`src/design/fpa_pkg.sv`:
```
// Shared definitions for the Q24.8 fixed-point ALU: default widths, operation codes and the flag type.
// No dependencies.
`timescale 1ns / 1ps

package fpa_pkg;

  localparam int WORD_BITS = 32;
  localparam int FRAC_BITS = 8;
  localparam int OP_BITS   = 4;

  localparam logic [OP_BITS-1:0] OP_ADD      = 4'd0;
  localparam logic [OP_BITS-1:0] OP_SUB      = 4'd1;
  localparam logic [OP_BITS-1:0] OP_MUL      = 4'd2;
  localparam logic [OP_BITS-1:0] OP_DIV      = 4'd3;
  localparam logic [OP_BITS-1:0] OP_EQ       = 4'd4;
  localparam logic [OP_BITS-1:0] OP_LE       = 4'd5;
  localparam logic [OP_BITS-1:0] OP_LT       = 4'd6;
  localparam logic [OP_BITS-1:0] OP_GT       = 4'd7;
  localparam logic [OP_BITS-1:0] OP_GE       = 4'd8;
  localparam logic [OP_BITS-1:0] OP_MIN      = 4'd9;
  localparam logic [OP_BITS-1:0] OP_MAX      = 4'd10;
  localparam logic [OP_BITS-1:0] OP_INC      = 4'd11;
  localparam logic [OP_BITS-1:0] OP_DEC      = 4'd12;
  localparam logic [OP_BITS-1:0] OP_TO_INT   = 4'd13;
  localparam logic [OP_BITS-1:0] OP_FROM_INT = 4'd14;

  // flags that go with a result out of the result select
  typedef struct packed {
    logic cmp;
    logic dbz;
    logic sat;
  } fpa_flags_t;

endpackage

```
`src/design/fpa_mul.sv`:
```
// Pipelined fixed-point multiplier: half-word partial products, sum with rounding, clamp.
// Partial products, sum and clamp are each registered. Uses fpa_pkg for parameter defaults.
`timescale 1ns / 1ps

module fpa_mul #(
  parameter int WORD_BITS = fpa_pkg::WORD_BITS,
  parameter int FRAC_BITS = fpa_pkg::FRAC_BITS
) (
  input  logic                 clk,
  input  logic [WORD_BITS-1:0] mag_a,
  input  logic [WORD_BITS-1:0] mag_b,
  input  logic                 neg,
  output logic [WORD_BITS-1:0] res,
  output logic                 sat
);

  localparam int H = (WORD_BITS + 1) / 2;
  localparam int L = WORD_BITS - H;
  localparam int P = 2 * WORD_BITS;

  logic [2*H-1:0] ll;
  logic [H+L-1:0] lh, hl;
  logic [2*L-1:0] hh;
  logic           neg_1, neg_2;
  logic [P-1:0]   sum, prod;
  logic [P-1:0]   limit;

  // partial products
  always_ff @(posedge clk) begin
    ll    <= mag_a[H-1:0] * mag_b[H-1:0];
    lh    <= mag_a[H-1:0] * mag_b[WORD_BITS-1:H];
    hl    <= mag_a[WORD_BITS-1:H] * mag_b[H-1:0];
    hh    <= mag_a[WORD_BITS-1:H] * mag_b[WORD_BITS-1:H];
    neg_1 <= neg;
  end

  // sum, add half an lsb, drop the fraction
  always_comb begin
    sum = P'(ll) + (P'(lh) << H) + (P'(hl) << H) + (P'(hh) << (2 * H))
        + (P'(1) << (FRAC_BITS - 1));
  end

  always_ff @(posedge clk) begin
    prod  <= sum >> FRAC_BITS;
    neg_2 <= neg_1;
  end

  // clamp to the word range
  always_comb limit = (P'(1) << (WORD_BITS - 1)) - P'(!neg_2);

  always_ff @(posedge clk) begin
    if (prod > limit) begin
      sat <= 1'b1;
      res <= limit[WORD_BITS-1:0];
    end else begin
      sat <= 1'b0;
      res <= neg_2 ? (~prod[WORD_BITS-1:0] + WORD_BITS'(1)) : prod[WORD_BITS-1:0];
    end
  end

endmodule

```
`config.mk`:
```
export PLATFORM = sky130hd
export DESIGN_NAME = fpa_mul
export DESIGN_NICKNAME = d
export VERILOG_FILES = /design/src/design/fpa_pkg.sv /design/src/design/fpa_mul.sv
export SDC_FILE = /design/constraint.sdc
export NUM_CORES = 2
export LEC_CHECK = 0
export BUFFER_PORTS_ARGS = -buffer_cell sky130_fd_sc_hd__buf_2
export CORE_ASPECT_RATIO = 0.9
export CORE_MARGIN = 4
export CORE_UTILIZATION = 65
export DETAILED_ROUTE_END_ITERATION = 10
export GPL_ROUTABILITY_DRIVEN = 1
export PLACE_DENSITY_LB_ADDON = 0.05
export REMOVE_ABC_BUFFERS = 1
export SLEW_MARGIN = 15
export SYNTH_ARGS = -nofsm -noshare
export SYNTH_HDL_FRONTEND = slang
export SYNTH_SLANG_ARGS = --single-unit
```
`constraint.sdc`:
```
create_clock -name clk -period 8.3 [get_ports clk]
set_clock_uncertainty 0.05 [all_clocks]
set_input_delay 0 -clock clk [delete_from_list [all_inputs] [get_ports clk]]
set_output_delay 0 -clock clk [all_outputs]
set_load 0.01 [all_outputs]
```
==> results.sh <==
export IMPL_status="complete, no violations"
export IMPL_setup_viol=0
export IMPL_finalHoldViolations=0
export IMPL_cts_root_buffer="clkbuf_16"
export IMPL_arrival_ns=6.61
export IMPL_end_kind="flop"
export IMPL_fin_crit_sh_pct=74.26
export IMPL_cpPeakStageDelay_ns=0.65
export IMPL_rows=88
export IMPL_grt_setup_unrepaired="no"
export IMPL_clk_latency_ns=0.55
export IMPL_hpwl_mm=81.39
export IMPL_synth_area_per_cell_um2=8.963
export IMPL_hp_class="input port to flop"
export IMPL_numCtsBuffers=25
export IMPL_required_ns=8.74
export IMPL_synthArstFlopShare_pct=0
export IMPL_synth_top_cell_by_area="fa_1"
export IMPL_gr_total_overflow=0
export IMPL_cts_hold_buffers=1
export IMPL_worst_slew_pin_slew_ns=0.9394
export IMPL_die_h_um=250.1
export IMPL_worstPathCellList="buf_2 > nand2_1 > fa_1 > fa_1 > inv_1 > fa_1 > inv_1 > fa_1 > inv_1 > fa_1 > inv_1 > fa_1 > inv_1 > ha_1 > o21ai_0 > o21ai_0 > or3b_2 > o211ai_1 > o21bai_1 > a21oi_1 > a31oi_1 > a211oi_1 > xor2_1"
export IMPL_syn_inst=4723
export IMPL_maxCapViolCount=0
export IMPL_synthesis_area_um2=42330
export IMPL_drive_gt1_share_pct=4.003
export IMPL_fin_tns_setup_ns=0
export IMPL_dieArea_um2=69280
export IMPL_ant_nets=0
export IMPL_grt_max_degree=66
export IMPL_final_area_um2=44140
export IMPL_vias_per_cell=5.707
export IMPL_wl_mm=107.2
export IMPL_slowest_stage="buf_2"
export IMPL_synth_seq_area_share_pct=10.03
export IMPL_routedWlPerCell_um=19.38
export IMPL_area_growth_pct=4.274
export IMPL_design_portCount=99
export IMPL_firstDrtPassIters=6
export IMPL_cp_max_fo=32
export IMPL_fmax_mhz=162.3
export IMPL_synth_seq_cells=212
export IMPL_path_common_cell="fa_1"
export IMPL_globalRouteTotalUtil_pct=31.81
export IMPL_antenna_found_initial=9
export IMPL_post_cts_setup_buffers=0
export IMPL_drt_iter0_markers=2343
export IMPL_die_x_um=277.0
export IMPL_ys_warn_count=0
export IMPL_postCtsResizedCells=0
export IMPL_start_util_pct=65.84
export IMPL_yosysUniqueCellTypes=71
export IMPL_cts_max_level=1
export IMPL_synth_area_top_cells="fa_1 (38%), ha_1 (14%), dfxtp_1 (10%), inv_1 (8.3%), and2_1 (7.0%)"
export IMPL_cts_tree="done"
export IMPL_portBuffers=98
export IMPL_ys_flop_type="dfxtp_1"
export IMPL_nets=6007
export IMPL_gp_congestion=0.9267
export IMPL_slew_headroom_pct=37.37
export IMPL_grt_pass1_wl_mm=176.2
export IMPL_dpl_cell_area_um2=43280
export IMPL_synth_top_cells_by_count="inv_1 (933), fa_1 (807), nand2_1 (628), ha_1 (480), and2_1 (471)"
export IMPL_dpl_cell_count=5481
export IMPL_core_um2=64300
export IMPL_route_vias_total=31560
export IMPL_synth_edff_count=0
export IMPL_cts_max_path_buffers=3
export IMPL_synth_top_area_share_pct=38.16
export IMPL_critPathBufInv=6
export IMPL_layout_min_cycle_time_ns=6.163
export IMPL_final_cells=5530
export IMPL_crit_path_start_kind="input port"
export IMPL_synth_most_common_cell="inv_1"
export IMPL_slew_viol_final=0
export IMPL_drc=0
export IMPL_path_delay_family="adder cells"
export IMPL_cts_sinks=212
export IMPL_grt_pass1_vias=33045
export IMPL_critical_path_class="input port to flop"
export IMPL_cts_clk_slew_worst_paths_ns=0.07
[final cells by class]
type / count / area (um^2)
Multi-Input combinational cell: 3351 / 33730
Inverter: 933 / 3502
Fill cell: 5218 / 20160
Clock inverter: 10 / 143.9
Sequential cell: 212 / 4245
Timing Repair Buffer: 131 / 740.7
Tap cell: 855 / 1070
Clock buffer: 34 / 699.4
Antenna cell: 4 / 10.01
[worst reg2reg max path: cells and delay by family, from the launching register on]
family | cells | cell delay (ns)
AND/OR/NAND/NOR | 3 | 1.40
AO/OA/AOI/OAI | 3 | 0.96
flip-flops | 1 | 0.31
adder cells (fa/ha/maj) | 1 | 0.35
buffers and inverters | 3 | 1.08
[cell families (layout without fill, tap and decap cells)]
logic type | Yosys count | count (layout) | synth area share (%)
other | 0 | 4 | 0
buffers and inverters | 1160 | 1108 | 10.31
AOI/OAI and AO/OA | 454 | 454 | 6.771
muxes | 11 | 11 | 0.2601
and+or+nand+nor | 1441 | 1441 | 17.01
adders and majority gates | 1287 | 1287 | 52.35
DFF | 212 | 212 | 10.03
xor gates and xnor gates | 158 | 158 | 3.269
[final timing paths]
check	cells past startpoint	from	slack, ns	endpoint
max	23	mag_b[2]	2.14	hl[30]$_DFF_P_
min	2	neg	0.04	neg_1$_DFF_P_
max reg2reg	10	neg_2$_DFF_P_	3.96	res[5]$_DFF_P_
min reg2reg	0	neg_1$_DFF_P_	0.28	neg_2$_DFF_P_
[per-stage QoR]
step	hold WS, ns	utilization [%]	worst slack (ns)
floorplan	-0.02228	-	2.737
global placement	0.06311	67.31	1.786
detailed placement	0.05748	67.31	1.688
CTS	0.02971	68.64	2.256
global route	0.03955	68.64	1.817
finish	0.04382	68.65	2.137
[layout by cell type, fill, tap and decap left out, types with 13 or more instances in the layout]
master | netlist | layout
and2_1 | 471 | 471
buf_4 | 1 | 32
inv_1 | 933 | 933
nor3_1 | 78 | 78
o21bai_1 | 25 | 25
nand4_1 | 27 | 27
ha_1 | 480 | 480
o211ai_1 | 15 | 15
a21oi_1 | 149 | 149
o21ai_0 | 69 | 69
nor2_1 | 93 | 93
clkbuf_16 | 0 | 25
dfxtp_1 | 212 | 211
o22ai_1 | 29 | 29
nand3_1 | 28 | 28
o21a_1 | 18 | 18
a21o_1 | 72 | 72
nand2b_1 | 18 | 18
fa_1 | 807 | 807
xor2_1 | 59 | 59
nor2b_1 | 22 | 22
buf_2 | 0 | 98
and3_1 | 13 | 13
nand2_1 | 628 | 628
xnor2_1 | 99 | 99
[registers in the layout (all words and copies together), names as in the netlist]
name,cells
prod,56
hh,32
neg_1,1
ll,25
hl,32
lh,32
neg_2,1
res,32
sat,1
[routing by layer]
| layer | vias up | part of all wire (%) | global-route usage [%] |
|---|---|---|---|
| met2 | 1426 | 43 | 48.47 |
| met1 | 15605 | 43 | 45.68 |
| met4 | 6 | 2.7 | 8.630 |
| li1 | 14329 | - | - |
| met3 | 194 | 11 | 8.220 |
| met5 | - | 0.041 | 0 |
Power is left out: the tool's default activity adds up to more than one toggle a clock period on the data nets, which glitch-free logic cannot reach.
