$ cat config.mk
export PLATFORM = sky130hd
export DESIGN_NAME = fpa_front
export DESIGN_NICKNAME = d
export VERILOG_FILES = /design/src/design/fpa_pkg.sv /design/src/design/fpa_front.sv
export SDC_FILE = /design/constraint.sdc
export NUM_CORES = 1
export LEC_CHECK = 0
export BUFFER_PORTS_ARGS = -buffer_cell sky130_fd_sc_hd__buf_2
export CAP_MARGIN = 40
export CORE_UTILIZATION = 25
export CTS_BUF_LIST = sky130_fd_sc_hd__clkbuf_16
export DETAILED_ROUTE_END_ITERATION = 8
export GPL_TIMING_DRIVEN = 0
export SYNTH_ARGS = -nofsm -noshare
export SYNTH_HDL_FRONTEND = slang
export SYNTH_SLANG_ARGS = --single-unit
export TNS_END_PERCENT = 1
$ cat constraint.sdc
create_clock -name clk -period 5 [get_ports clk]
set_input_delay 0.5 -clock clk [delete_from_list [all_inputs] [get_ports clk]]
set_output_delay 0.5 -clock clk [all_outputs]
set_load 0.1 [all_outputs]
$ cat src/design/fpa_pkg.sv
// Shared definitions for the Q24.8 fixed-point ALU: default widths, operation codes and the flag type.
// No dependencies.
`timescale 1ns / 1ps

package fpa_pkg;

  localparam int WORD_BITS = 32;
  localparam int FRAC_BITS = 8;
  localparam int OP_BITS   = 4;

  localparam logic [OP_BITS-1:0] OP_ADD      = 4'd0;
  localparam logic [OP_BITS-1:0] OP_SUB      = 4'd1;
  localparam logic [OP_BITS-1:0] OP_MUL      = 4'd2;
  localparam logic [OP_BITS-1:0] OP_DIV      = 4'd3;
  localparam logic [OP_BITS-1:0] OP_EQ       = 4'd4;
  localparam logic [OP_BITS-1:0] OP_LE       = 4'd5;
  localparam logic [OP_BITS-1:0] OP_LT       = 4'd6;
  localparam logic [OP_BITS-1:0] OP_GT       = 4'd7;
  localparam logic [OP_BITS-1:0] OP_GE       = 4'd8;
  localparam logic [OP_BITS-1:0] OP_MIN      = 4'd9;
  localparam logic [OP_BITS-1:0] OP_MAX      = 4'd10;
  localparam logic [OP_BITS-1:0] OP_INC      = 4'd11;
  localparam logic [OP_BITS-1:0] OP_DEC      = 4'd12;
  localparam logic [OP_BITS-1:0] OP_TO_INT   = 4'd13;
  localparam logic [OP_BITS-1:0] OP_FROM_INT = 4'd14;

  // flags that go with a result out of the result select
  typedef struct packed {
    logic cmp;
    logic dbz;
    logic sat;
  } fpa_flags_t;

endpackage

$ cat src/design/fpa_front.sv
// Front stage: operand magnitudes, result sign, zero test of b, and all operations but multiply and divide.
// Uses fpa_pkg.
`timescale 1ns / 1ps

module fpa_front #(
  parameter int WORD_BITS = fpa_pkg::WORD_BITS,
  parameter int FRAC_BITS = fpa_pkg::FRAC_BITS
) (
  input  logic                          clk,
  input  logic [fpa_pkg::OP_BITS-1:0]   op,
  input  logic signed [WORD_BITS-1:0]   a,
  input  logic signed [WORD_BITS-1:0]   b,
  output logic [fpa_pkg::OP_BITS-1:0]   op_q,
  output logic [WORD_BITS-1:0]          mag_a,
  output logic [WORD_BITS-1:0]          mag_b,
  output logic                          neg,
  output logic                          b_zero,
  output logic [WORD_BITS-1:0]          simple_res,
  output logic                          cmp
);

  logic [WORD_BITS-1:0] au, bu, ma, mb, t, res_c;
  logic                 lt, eq, cmp_c;

  // magnitudes and signed order
  always_comb begin
    au = a;
    bu = b;
    ma = a[WORD_BITS-1] ? (~au + WORD_BITS'(1)) : au;
    mb = b[WORD_BITS-1] ? (~bu + WORD_BITS'(1)) : bu;
    lt = a < b;
    eq = au == bu;
    t  = ma >> FRAC_BITS;
  end

  // operations other than multiply and divide
  always_comb begin
    res_c = '0;
    cmp_c = 1'b0;
    case (op)
      fpa_pkg::OP_ADD:      res_c = au + bu;
      fpa_pkg::OP_SUB:      res_c = au - bu;
      fpa_pkg::OP_EQ:       cmp_c = eq;
      fpa_pkg::OP_LE:       cmp_c = lt | eq;
      fpa_pkg::OP_LT:       cmp_c = lt;
      fpa_pkg::OP_GT:       cmp_c = ~(lt | eq);
      fpa_pkg::OP_GE:       cmp_c = ~lt;
      fpa_pkg::OP_MIN:      res_c = lt ? au : bu;
      fpa_pkg::OP_MAX:      res_c = (~(lt | eq)) ? au : bu;
      fpa_pkg::OP_INC:      res_c = au + WORD_BITS'(1);
      fpa_pkg::OP_DEC:      res_c = au - WORD_BITS'(1);
      fpa_pkg::OP_TO_INT:   res_c = a[WORD_BITS-1] ? (~t + WORD_BITS'(1)) : t;
      fpa_pkg::OP_FROM_INT: res_c = au << FRAC_BITS;
      default:              res_c = '0;
    endcase
  end

  always_ff @(posedge clk) begin
    op_q       <= op;
    mag_a      <= ma;
    mag_b      <= mb;
    neg        <= a[WORD_BITS-1] ^ b[WORD_BITS-1];
    b_zero     <= bu == '0;
    simple_res <= res_c;
    cmp        <= cmp_c;
  end

endmodule

==> impl_metrics.yaml, run 1 <==
power:
  power_w: 0.00359
  leakagePower_nw: 4.85
  powerDensity_nw_per_um2: 312
  peakVddDrop_uv: 182
detailed_routing:
  first_pass_iters: 8
  routedWlPerCell_um: 23.1
  vias: 10673
  drc: 0
  drt_iter0_drc: 1165
  viasPerCell: 5.67
  antenna_left: 0
  routed_wl_mm: 43.5
placement:
  place_hpwl_mm: 34.4
  port_buffers: 169
  dpl_cell_area_um2: 10900
  gp_congestion: 0.969
final_layout:
  multi_input_area_um2: 7030
  area_delta_synth_final_pct: 22.3
  final_nets: 1546
  fill_cells: 4015
  fin_util_pct: 31.3
  antennaDiodeCount: 0
  drive_gt1_share_pct: 19.1
  stdcell_area_um2: 11500
  seq_area_um2: 2060
global_route:
  antenna_found_initial: 1
  grt_pass1_vias: 9937
  grt_pass1_wl_mm: 63.0
  overflow: 0
  grt_max_degree: 22
  grt_use_total_pct: 22.0
synthesis:
  synth-seq-cells: 103
  synth-edff-count: 0
  syn_area_um2: 9410
  yosysSeqAreaShare_pct: 21.9
  syn_nets: 1350
  ys.flop_type: "dfxtp_1"
  async_reset_ff_share_pct: 0
  yosys_warnings: 0
  synth_area_leaders: "dfxtp_1, xnor2_1, ha_1"
  synth.avg_cell_area_um2: 7.77
  yosys.area.top_type: "dfxtp_1"
  syn_inst: 1212
  synth_top_cell_area_share_pct: 21.9
  yosys.cell_types.count: 80
die:
  rows: 70
  die_w_um: 196
  initial_core_util_pct: 25.6
  core-area_um2: 36800
  die-area_um2: 38400
  die_height_um: 196
  io-pin-count: 172
timing:
  hold_slack_ns: 0.275
  finalSetupTns_ns: 0
  slew_violations: 0
  hold_viol: 0
  rsz0062_at_grt: "yes"
  min_period_ns: 4.91
  tightest_slew_ns: 0.873
  slew_headroom_pct: 41.8
  fin_crit_sh_pct: 98.3
  setup_viol: 0
  max_freq_ghz: 0.203
clocking:
  htreeDepth: 3
  cts_num_sinks: 103
  cts_hold_buf: 0
  root_buffer: "clkbuf_16"
  clock_path_buffers: 2
  cts_buffers: 9
  cts_tree: "built"
  clk_pin_slew_worst_paths_ns: 0.07
worst_setup_path:
  cp-start-kind: "input port"
  required_ns: 5.23
  arrival_ns: 5.15
  cp_max_fo: 6
  crit_type: "input port to register"
  crit_path_end_kind: "register"
status:
  status: "finished clean"
job:
  cap_violations: 0
worst_hold_path:
  hp-class: "input port to register"
[area by class of cell]
class                           instances  area share [%]
Clock buffer                            9            1.96
Clock inverter                          7           0.739
Sequential cell                       103            17.9
Buffer                                 64            2.25
Timing Repair Buffer                  187            8.64
Tap cell                              468            5.09
Multi-Input combinational cell        971            61.1
Inverter                               72            2.35
[power breakdown]
| group | switching [W] | internal [W] |
|---|---|---|
| combinational | 0.00144 | 0.000462 |
| clock | 0.000384 | 0.000356 |
| sequential | 0.0000233 | 0.000919 |
| total | 0.00185 | 0.00174 |
[kinds of logic (layout without fill, tap and decap cells)]
kind of cell / after synthesis / after routing / synth area share (%)
and+or+nand+nor: 369 / 369 / 20.5
muxes: 11 / 11 / 1.18
buffers and inverters: 138 / 339 / 5.69
DFF: 103 / 103 / 21.9
AOI/OAI and AO/OA: 379 / 379 / 28.1
adders and majority gates: 69 / 69 / 9.33
xor gates and xnor gates: 143 / 143 / 13.3
[what timing repair did]
action	4_1_cts	5_1_grt
pin swaps	10	9
setup endpoints to repair	13	12
setup buffers	5	7
resized for setup	26	26
cloned	0	0
[cells in the final DEF (no fill, tap or decap), types with 6 or more instances in the layout]
| master | netlist | routed |
|---|---|---|
| a222oi_1 | 20 | 20 |
| o31ai_1 | 14 | 13 |
| o21ai_0 | 84 | 79 |
| nand2b_1 | 15 | 14 |
| buf_6 | 2 | 6 |
| dfxtp_1 | 103 | 103 |
| or4_1 | 8 | 7 |
| buf_2 | 2 | 173 |
| and3_1 | 9 | 9 |
| xor2_1 | 32 | 32 |
| a211oi_1 | 12 | 11 |
| a21o_1 | 31 | 31 |
| o21bai_1 | 7 | 7 |
| inv_1 | 72 | 71 |
| a221oi_1 | 8 | 6 |
| a31oi_1 | 14 | 12 |
| nand3_1 | 40 | 39 |
| nor3_1 | 27 | 27 |
| nor4_1 | 16 | 15 |
| nor3b_1 | 8 | 8 |
| ha_1 | 67 | 61 |
| buf_4 | 0 | 11 |
| clkbuf_1 | 59 | 56 |
| nand2_1 | 104 | 104 |
| a22oi_1 | 17 | 17 |
| o211ai_1 | 14 | 14 |
| or3_1 | 17 | 15 |
| clkbuf_16 | 0 | 9 |
| nor2_1 | 56 | 53 |
| a221o_1 | 11 | 11 |
| mux2i_1 | 10 | 10 |
| o41ai_1 | 8 | 6 |
| nor2b_1 | 10 | 10 |
| xnor2_1 | 111 | 109 |
| a21oi_1 | 71 | 67 |
| nand4_1 | 25 | 25 |
[through the flow]
stage	worst slack, ns	std cells
after floorplan	0.00610	1212
after global placement	-1.28	1849
after detailed placement	-1.30	1855
after CTS	0.0924	1874
after global routing	-0.0558	1881
final	0.0857	1881
[metal layers]
metal  track usage, %  vias up  wire, um
li1                 -     4921         -
met1             29.1     5103     19000
met4             9.69        2      1780
met3             3.94       93      3320
met2             35.0      554     19300
met5                0        -        13
[critical path, cell delays in order]
cell	delay, ns
buf_2	0.14
or4_1	0.62
nand4b_1	0.36
or3_1	0.44
or3_1	0.36
xnor2_1	0.14
o21ai_0	0.09
ha_1	0.41
nand3_2	0.15
nor2_1	0.06
a221o_1	0.37
a221o_1	0.36
o211ai_1	0.17
buf_4	0.16
o22ai_2	0.12
o41ai_2	0.38
xor2_1	0.19
o2111ai_1	0.13
[cells in the mapped netlist (8+ instances only)]
master,n
o21ai_0,84
or4_1,8
nor2_1,56
a21o_1,31
nor2b_1,10
a31oi_1,14
nand4_1,25
mux2i_1,10
a21oi_1,71
nor3_1,27
xnor2_1,111
nand3_1,40
o211ai_1,14
nand2b_1,15
a222oi_1,20
clkbuf_1,59
dfxtp_1,103
xor2_1,32
o31ai_1,14
nand2_1,104
a221o_1,11
a22oi_1,17
ha_1,67
or3_1,17
nor3b_1,8
o41ai_1,8
inv_1,72
a221oi_1,8
nor4_1,16
a211oi_1,12
and3_1,9
[registers in the layout, indices dropped and copies added, names as in the netlist]
register	count
neg	1
mag_a	32
b_zero	1
op_q	4
cmp	1
mag_b	32
simple_res	32
[worst paths after layout]
| path | to | cells after the start | from |
|---|---|---|---|
| worst max-delay path | simple_res[28] | 18 | b[3] |
| worst min-delay path | op_q[1] | 1 | op[1] |
Power figures use the tool's default switching activity.
==> run 2, diff against run 1 <==
--- a/config.mk
+++ b/config.mk
@@ -11,6 +11,8 @@
 export CTS_BUF_LIST = sky130_fd_sc_hd__clkbuf_16
 export DETAILED_ROUTE_END_ITERATION = 8
 export GPL_TIMING_DRIVEN = 0
+export PLACE_DENSITY_LB_ADDON = 0.25
+export REMOVE_ABC_BUFFERS = 1
 export SYNTH_ARGS = -nofsm -noshare
 export SYNTH_HDL_FRONTEND = slang
 export SYNTH_SLANG_ARGS = --single-unit
==> impl_metrics.yaml, run 2 (synthesis results as in run 1) <==
worst_setup_path:
  arrival_ns: 5.14
  cp-start-kind: "input port"
  worst_path_max_delay_cell: "or3_4"
  crit_path_end_kind: "register"
  worst-path-stages: 20
  crit_family: "simple AND/OR/NAND/NOR gates"
  endpoint: "simple_res[28]"
  path_buf_inv: 3
  cp_max_fo: 6
  critPathLaunch: "b[0]"
  max_stage_delay_ns: 0.42
  crit_type: "input port to register"
  crit_chain: "buf_12 -> inv_6 -> ha_4 -> or3b_4 -> or3_4 -> nand2b_4 -> or3_4 -> nor4_4 -> xnor2_1 -> a21oi_1 -> ha_1 -> a21o_1 -> a221o_1 -> a221o_1 -> o211ai_1 -> buf_4 -> o22ai_4 -> o41ai_4 -> xor2_1 -> o2111ai_1"
  required_ns: 5.24
global_route:
  grt_use_total_pct: 20.6
  grt_pass1_vias: 9620
  overflow: 0
  grt_pass1_wl_mm: 59.8
  grt_max_degree: 55
  antenna_found_initial: 0
job:
  cap_violations: 0
placement:
  place_ws_ns: -1.07
  gp_congestion: 0.897
  port_buffers: 171
  place_hpwl_mm: 31.3
timing:
  min_period_ns: 4.90
  slew_headroom_pct: 40.2
  fin_crit_sh_pct: 98.0
  fin_ws_ns: 0.102
  tightest_slew_ns: 0.890
  setup_viol: 0
  slew_violations: 0
  hold_viol: 0
  rsz0062_at_grt: "yes"
  max_freq_ghz: 0.204
  hold_slack_ns: 0.246
die:
  die_w_um: 196
  core-area_um2: 36800
  initial_core_util_pct: 25.6
  die-area_um2: 38400
  rows: 70
  die_height_um: 196
  io-pin-count: 172
clocking:
  cts_hold_buf: 0
  htreeDepth: 3
  root_buffer: "clkbuf_16"
  clk_pin_slew_worst_paths_ns: 0.08
  cts_tree: "built"
  cts_num_sinks: 103
  cts_buffers: 9
  clock_path_buffers: 2
detailed_routing:
  routedWlPerCell_um: 21.8
  antenna_left: 0
  first_pass_iters: 6
  vias: 10140
  drc: 0
  drt_iter0_drc: 1114
  viasPerCell: 5.51
  routed_wl_mm: 40.0
final_layout:
  final_nets: 1506
  antennaDiodeCount: 0
  final_common_cell: "buf_2"
  fill_cells: 3954
  fin_util_pct: 31.5
  area_delta_synth_final_pct: 23.3
  drive_gt1_share_pct: 21.5
  reg_top3: "mag_a: 32 flops, mag_b: 32 flops, simple_res: 32 flops"
  final_cell_mix: "buf_2, xnor2_1, nand2_1"
worst_hold_path:
  hp-class: "input port to register"
power:
  peakVddDrop_uv: 178
  leakagePower_nw: 4.91
  powerDensity_nw_per_um2: 310
status:
  status: "finished clean"
## run 2: cell count changes in the layout (fill, tap and decap cells not counted), moves of 3 or more
| cell | delta |
|---|---|
| a21oi_1 | +3 |
| a21oi_2 | -3 |
| buf_16 | +3 |
| buf_2 | -3 |
| buf_4 | +20 |
| buf_6 | -5 |
| buf_8 | +3 |
| clkbuf_1 | -56 |
## run 2: final cells by class
| type | instances | area [um^2] | area share [%] |
|---|---|---|---|
| Tap cell | 468 | 586 | 5.05 |
| Timing Repair Buffer | 211 | 1270 | 10.9 |
| Sequential cell | 103 | 2060 | 17.8 |
| Clock buffer | 9 | 225 | 1.94 |
| Inverter | 72 | 283 | 2.44 |
| Multi-Input combinational cell | 971 | 7100 | 61.2 |
| Clock inverter | 6 | 78.8 | 0.679 |
## run 2: layer usage
metal | GRT usage [%] | routed length (um)
met1 | 28.9 | 18600
met2 | 30.6 | 17100
met3 | 4.14 | 3210
met4 | 8.25 | 1110
met5 | 0 | 0
## run 2: worst min-delay path by stage
stage,from,endpoint,slack (ns),cells past startpoint
CTS,b[0],mag_b[0],0.31,1
global placement,b[0],mag_b[0],0.71,1
finish,b[0],mag_b[0],0.25,1
floorplan,a[0],mag_a[0],0.53,0
global route,b[0],mag_b[0],0.23,1
detailed placement,b[0],mag_b[0],0.72,1
## run 2: report_power, final
| part | internal (W) | switching, W | total, W |
|---|---|---|---|
| Sequential | 0.000919 | 0.0000242 | 0.000943 |
| Combinational | 0.000479 | 0.00142 | 0.00190 |
| Clock | 0.000395 | 0.000358 | 0.000753 |
## run 2: per-stage QoR
stage / TNS (ns) / power [W] / instances / instance area [um^2]
after global placement: -54.73 / 0.00276 / 1785 / 10600
final: 0 / 0.00359 / 1840 / 11600
after global routing: -0.101 / 0.00377 / 1840 / 11600
after CTS: 0 / 0.00356 / 1821 / 11300
after detailed placement: -11.72 / 0.00278 / 1800 / 10800
after floorplan: -0.391 / 0.00232 / 1146 / 9150
## run 2: what timing repair did
action                     CTS  global route
setup endpoints to repair   13            11
resized for setup           19            48
pin swaps                    6            27
buffers inserted             6            19
==> run 3, diff against run 2 <==
--- a/config.mk
+++ b/config.mk
@@ -8,7 +8,7 @@
 export BUFFER_PORTS_ARGS = -buffer_cell sky130_fd_sc_hd__buf_2
 export CAP_MARGIN = 40
 export CORE_UTILIZATION = 25
-export CTS_BUF_LIST = sky130_fd_sc_hd__clkbuf_16
+export CTS_BUF_LIST = sky130_fd_sc_hd__clkbuf_2
 export DETAILED_ROUTE_END_ITERATION = 8
 export GPL_TIMING_DRIVEN = 0
 export PLACE_DENSITY_LB_ADDON = 0.25
==> impl_metrics.yaml, run 3 (synthesis results as in run 1) <==
die:
  initial_core_util_pct: 25.6
  io-pin-count: 172
  die_w_um: 196
  die-area_um2: 38400
  rows: 70
  core-area_um2: 36800
  die_height_um: 196
timing:
  tightest_slew_ns: 0.873
  fin_crit_sh_pct: 96.9
  hold_viol: 0
  max_freq_ghz: 0.206
  min_period_ns: 4.84
  rsz0062_at_grt: "no"
  setup_viol: 0
  hold_slack_ns: 0.0708
  slew_headroom_pct: 40.5
  slew_violations: 0
global_route:
  grt_pass1_wl_mm: 60.0
  grt_pass1_vias: 9679
  overflow: 0
  grt_max_degree: 55
  grt_use_total_pct: 20.6
  antenna_found_initial: 1
detailed_routing:
  routed_wl_mm: 40.0
  first_pass_iters: 8
  vias: 10150
  antenna_left: 0
  viasPerCell: 5.45
  routedWlPerCell_um: 21.5
  drt_iter0_drc: 1141
  drc: 0
worst_setup_path:
  cp-start-kind: "input port"
  crit_type: "input port to register"
  arrival_ns: 5.56
  cp_max_fo: 6
  required_ns: 5.72
  crit_path_end_kind: "register"
final_layout:
  final_nets: 1522
  fin_util_pct: 31.2
  reg_top3: "mag_a: 32 flops, mag_b: 32 flops, simple_res: 32 flops"
  fill_cells: 3983
  final_common_cell: "buf_2"
  drive_gt1_share_pct: 18.2
  area_delta_synth_final_pct: 21.8
  final_cell_mix: "buf_2, xnor2_1, nand2_1"
clocking:
  cts_tree: "built"
  root_buffer: "clkbuf_2"
  htreeDepth: 3
  cts_buffers: 9
  cts_num_sinks: 103
  clk_pin_slew_worst_paths_ns: 0.31
  clock_path_buffers: 2
placement:
  gp_congestion: 0.897
  port_buffers: 171
  place_hpwl_mm: 31.3
power:
  peakVddDrop_uv: 159
  power_w: 0.00327
  leakagePower_nw: 4.83
  powerDensity_nw_per_um2: 285
worst_hold_path:
  hp-class: "input port to register"
job:
  cap_violations: 0
status:
  status: "finished clean"
[run 3: cell types whose count changed in the layout (fill, tap and decap cells not counted), sizes merged]
cell         previous run  this run
buf                   211       190
diode                   0         7
dlygate4sd3             0        37
[run 3: cell type report]
class | count | area, um^2 | area share, %
Antenna cell | 7 | 17.5 | 0.153
Clock buffer | 9 | 45.0 | 0.393
Clock inverter | 6 | 78.8 | 0.688
Inverter | 72 | 270 | 2.36
Multi-Input combinational cell | 971 | 6950 | 60.6
Sequential cell | 103 | 2060 | 18.0
Tap cell | 468 | 586 | 5.11
Timing Repair Buffer | 227 | 1450 | 12.7
[run 3: worst max-delay path: stages]
cell and delay [ns]:
buf_2 0.12, inv_1 0.17, ha_2 0.25, or3b_2 0.51
or3_1 0.38, nand2b_2 0.25, or3_4 0.39, or2_2 0.36
nor2_1 0.14, xnor2_1 0.13, a21oi_1 0.10, ha_1 0.43
nand2_1 0.10, or3_1 0.41, o41ai_2 0.41, buf_4 0.21
nand3_1 0.07, and2_1 0.21, o41a_1 0.31, nand4_1 0.11
[run 3: worst paths after layout]
check,depth (start not counted),endpoint,slack (ns),startpoint
hold / removal,2,mag_b[12],0.07,b[12]
setup / recovery,20,simple_res[25],0.16,b[1]
[run 3: stage by stage]
step	area, um^2	setup slack, ns	std cells	TNS (ns)
after global routing	11400	0.00374	1857	0
after floorplan	9150	-0.145	1146	-0.391
final	11500	0.156	1863	0
after detailed placement	10800	-1.07	1800	-11.72
after global placement	10600	-2.30	1785	-54.73
after CTS	11300	-0.0357	1852	-0.0357
[run 3: where the power goes]
| part | total [W] | switching, W | leakage (nW) | internal, W |
|---|---|---|---|---|
| sequential | 0.000946 | 0.0000241 | 0.864 | 0.000922 |
| clock | 0.000457 | 0.000333 | 0.0751 | 0.000124 |
| combinational | 0.00187 | 0.00140 | 3.89 | 0.000465 |
| total | 0.00327 | 0.00176 | 4.83 | 0.00151 |
[run 3: timing repair]
action                                 in CTS  in global routing
buffers inserted                            0                  4
gates cloned                                0                  0
endpoints found under the hold margin      50                  0
setup endpoints to repair                   5                 12
pin swaps                                   0                  3
resized for setup                           4                 18
hold buffers                               37                  0
[run 3: routing by layer]
layer	vias to the layer above	GRT usage [%]	part of all wire, %
li1	4878	-	-
met5	-	0	0
met4	0	7.44	2.8
met2	406	31.0	42
met3	60	3.76	7.6
met1	4806	29.1	47
